[config.mk]
export PLATFORM = sky130hd
export DESIGN_NAME = dpf_ram
export DESIGN_NICKNAME = d
export VERILOG_FILES = /design/src/rtl/core/duplicate_packet_id_filter_assert.svh /design/src/rtl/core/dpf_ram.sv
export SDC_FILE = /design/constraint.sdc
export NUM_CORES = 1
export LEC_CHECK = 0
export ABC_CLOCK_PERIOD_IN_PS = 2450
export BUFFER_PORTS_ARGS = -buffer_cell sky130_fd_sc_hd__buf_4
export CORE_ASPECT_RATIO = 0.9
export CORE_UTILIZATION = 30
export CTS_CLUSTER_SIZE = 8
export DETAILED_ROUTE_END_ITERATION = 10
export GPL_TIMING_DRIVEN = 1
export HOLD_SLACK_MARGIN = 0.02
export SLEW_MARGIN = 20
export SYNTH_ARGS = -nofsm -noshare
export SYNTH_HDL_FRONTEND = slang
export SYNTH_SLANG_ARGS = --single-unit
[constraint.sdc]
create_clock -name clock -period 2.45 [get_ports clock]
set_clock_uncertainty 0.1 [all_clocks]
set_input_delay 0.49 -clock clock [delete_from_list [all_inputs] [get_ports clock]]
set_output_delay 0.49 -clock clock [all_outputs]
set_load 0.02 [all_outputs]
[src/rtl/core/duplicate_packet_id_filter_assert.svh]
// ---------------------------------------------------------------------------
// Assertion macros for the duplicate packet ID filter
// Concurrent checks on the rising clock edge, off while reset is high.
// ---------------------------------------------------------------------------
`ifndef DUPLICATE_PACKET_ID_FILTER_ASSERT_SVH
`define DUPLICATE_PACKET_ID_FILTER_ASSERT_SVH

`ifndef ASSERT_OFF
// The property must hold at every clock edge outside reset.
`define DPF_ASSERT(lbl, prop, msg) \
   lbl: assert property (@(posedge clock) disable iff (reset) prop) else $error(msg);
// The expression must never be true outside reset.
`define DPF_NEVER(lbl, expr, msg) \
   lbl: assert property (@(posedge clock) disable iff (reset) !(expr)) else $error(msg);
`else
`define DPF_ASSERT(lbl, prop, msg)
`define DPF_NEVER(lbl, expr, msg)
`endif

`endif

[src/rtl/core/dpf_ram.sv]
// ---------------------------------------------------------------------------
// dpf_ram
// Generic RAM with one write port and one read port, read data registered.
// ---------------------------------------------------------------------------
`timescale 1ns / 1ps

module dpf_ram #(
   parameter int WIDTH = 8,
   parameter int DEPTH = 16
) (
   input  logic                     clock,
   input  logic                     we,
   input  logic [$clog2(DEPTH)-1:0] waddr,
   input  logic [WIDTH-1:0]         wdata,
   input  logic [$clog2(DEPTH)-1:0] raddr,
   output logic [WIDTH-1:0]         rdata
);

   logic [WIDTH-1:0] mem [DEPTH];

   always_ff @(posedge clock) begin
      if (we) begin
         mem[waddr] <= wdata;
      end
      rdata <= mem[raddr];
   end

endmodule

# --- Word-level counts from Yosys, hierarchy flattened ---
# Memory sizes are Yosys's and may differ from the RTL's. A register that Yosys moved wholly into a read port is not among the register bits.
# Cells that the tools add are included.
classes:
  muxes: 2
ops:
  columns: ["op", "count"]
  rows:
  - ["$mux W1", 2]
word_totals:
  memories: 1
  word_cells: 3
  ff_bits: 0
  inputBits: 18
  ram_bits: 128
  out_inout_bits: 8
mem_list:
  columns: ["name", "words", "width", "rd", "rd_clocked_by_memory_dff", "write_ports", "line_no", "rtl"]
  rows:
  - ["mem", 16, 8, 1, 1, 1, "dpf_ram.sv:19", "logic [WIDTH-1:0] mem [DEPTH];"]

# --- Logic depth before layout (Yosys ltp) ---
logic_depth:
  depth_word: 2
  mapped_depth: 5

# --- Worst setup path after synthesis ---
# OpenSTA, ideal clock, no wires.
synth_timing:
  kind: "input-to-reg"
  startpoint: "in waddr[2]"
  endpoint: "mem mem[0][0], enable pin"
  required_time_ns: 1.967
  t_arrival_ns: 1.600
  setup_slack_ns: 0.367
  path_stages: 2
  path_buffers: 0
  cell_sequence: "or3b_2 -> nor3_1"
synth_rtl:
  columns: ["element", "line_no", "rtl"]
  rows:
  - ["start: declaration", "dpf_ram.sv:13", "input logic [$clog2(DEPTH)-1:0] waddr,"]
  - ["end: declaration", "dpf_ram.sv:19", null]
# No word-level cell before the write port.

==> metrics <==
number of max-cap violations=0; Psw=roughly 1.2 mW; I/O Pins=26; row cnt=45; Critical R2R Launch=mem[10][4]; Syn Nets=247; Clock Latency Late Sink=approximately 0.4 ns; Final GP Congestion=0.756; Setup Total Neg Slack=0 ns; Post-Syn Instances=229; share of cells above drive strength 1=0.327; Die X=140 um; Post-CTS Setup Inserts=0; hold buffer count at cts=0; starting density of the core=0.306; # DRC=0; Fill cells=1498; CP Launch Type=input port; Worst setup EP type=register; sequential share of power=0.478; register area share after synthesis=0.778; first-pass GRT wire length=15400 um; Pleak=2.12 nW; peak supply drop=0.000350 V; die height=126 um; Total GRT Usage=0.123; Post-DP Area=5680 um2; Arr. time, crit path=~1.9 ns; number of synthesized register bits=136; switching share of power=0.221; Least-Margin Pin Slew=a little over 0.7 ns; unrepaired setup endpoints after global routing=false; Port Buf Inserts=25; Bufs on Longest Clock Path=2; CTS tree=yes; final WL=roughly 10000 um; placeable core region=16800 um2; Via density=4.73; worst hold path type=in2reg; Ys Warns=0; CTS resizes=0; R2R cell count=3; drt first pass iters=4; Final ANT Viol Nets=0; WHS Path Cells=1; Crit Path Class=in2reg; multi-input logic area=1060 um2; number of DRC markers in iteration 0=about 260; vias in the first global route=2486; CP most frequent cell=buf_4; Register Area=about 4000 um2; top fanout value on the critical path=12; Final setup viols=0; root buffer cell=clkbuf_16; Mean Syn Cell Area=22.5 um2; sequence of cells on the critical path=buf_4 > buf_4 > mux4_1 > a22oi_1 > nand2_1; Clock power frac=0.472; Period minus WS final=1.70 ns; via count=around 2400; slowest stage cell, crit path=mux4_1; total clock sinks=roughly 140; Final Cell Area=roughly 6300 um2; full die area=17700 um2; outcome=finished, final reports clean; Req. time, crit path=between 2 and 3 ns; P&R area growth vs syn=22.2%; initial antenna violation count=0; total CTS buffers=17; post-layout util=0.374; HP Start=wdata[1]; final hold vios=0; largest net degree at the start of global routing=33; max incr delay on CP=0.57 ns; FMAX=about 0.59 GHz; Post-Synthesis Cell Area=a little over 5000 um2; Final Max Tran Viols=0; ANT cells=0; nets=302; Cell variety after synth=19; Final period util=0.695; HPWL Detailed=6460 um; Clk pin slew, worst setup/hold paths=0.07 ns; routed length per instance=19.7 um; Power Density=approximately 870 nW/um2; H-tree depth=4; Logic pwr share=0.050; remaining global-route overflow=0; Int Power=4.26 mW; Worst Setup SP=raddr[0]; Max-slew headroom=0.516
## metrics by stage
stage | cells | total power [mW] | setup WS, ns | hold WS [ns]
after floorplan | 229 | 2.81 | 0.367 | 0.489
after global placement | 476 | 2.94 | 0.326 | 0.562
after detailed placement | 476 | 2.95 | 0.302 | 0.567
after CTS | 508 | 5.51 | 0.748 | 0.275
after global routing | 508 | 5.64 | 0.635 | 0.290
final | 508 | 5.47 | 0.747 | 0.291
## synth_stat cells, drive strengths merged
library cell,instances,share of area
or3b,1,0.0017
and2b,1,0.0015
mux4,32,0.15
buf,7,0.011
a22oi,16,0.023
edfxtp,128,0.75
nand2,9,0.0066
nand2b,2,0.0024
clkdlybuf4s25,3,0.0058
nor2b,1,0.0012
and2,1,0.0012
nand3b,2,0.0029
nor2,13,0.0095
nor3,4,0.0039
nand3,1,0.00097
dfxtp,8,0.031
## critical path: cells and delay by family
| kind | cells | cell delay [ns] |
|---|---|---|
| and+or+nand+nor | 1 | 0.09 |
| AOI/OAI and AO/OA | 1 | 0.26 |
| muxes | 1 | 0.57 |
| buffers and inverters | 2 | 0.48 |
## area by class of cell
| cell class | count | share of cell area |
|---|---|---|
| Clock buffer | 17 | 0.0676 |
| Clock inverter | 15 | 0.0290 |
| Multi-Input combinational cell | 83 | 0.168 |
| Sequential cell | 136 | 0.636 |
| Tap cell | 211 | 0.0420 |
| Timing Repair Buffer | 46 | 0.0569 |
## power groups by stage
stage	Combinational, mW	Clock [mW]	Sequential, mW
floorplan	0.132	0	2.68
global placement	0.272	0	2.67
detailed placement	0.278	0	2.67
CTS	0.278	2.62	2.62
global route	0.296	2.72	2.62
finish	0.273	2.58	2.62
## path summary, 6_finish.rpt
path / to / slack (ns)
max: rdata[2] / 0.75
min: mem[10][1] / 0.29
max reg2reg: rdata[4] / 0.96
min reg2reg: rdata[5] / 0.58
## kinds of logic (layout without fill, tap and decap cells)
logic type | Yosys count | in the layout | share of synthesized area
simple gates | 35 | 35 | 0.0318
mux | 32 | 32 | 0.150
compound gates | 16 | 16 | 0.0233
flops | 136 | 136 | 0.778
buf+inv | 10 | 78 | 0.0168
## per-layer routing
metal	wire, um	vias to the layer above	global-route usage
li1	-	1086	-
met1	4520	1237	0.169
met2	4870	73	0.190
met3	560	6	0.0316
met4	58	0	0.0427
met5	0	-	0
## state kept, by name (all words and copies together), names as in the netlist
name / flops
rdata: 8
mem: 128
## placed cells by master (no fill, tap or decap), drive strengths merged
master / instances
inv: 7
clkinvlp: 3
clkinv: 3
and2: 1
dfxtp: 8
bufinv: 2
or3b: 1
a22oi: 16
buf: 46
nor2: 13
nor2b: 1
edfxtp: 128
nand2b: 2
nor3: 4
nand2: 9
clkbuf: 17
and2b: 1
nand3b: 2
nand3: 1
mux4: 32
(Power assumes the default switching activity.)
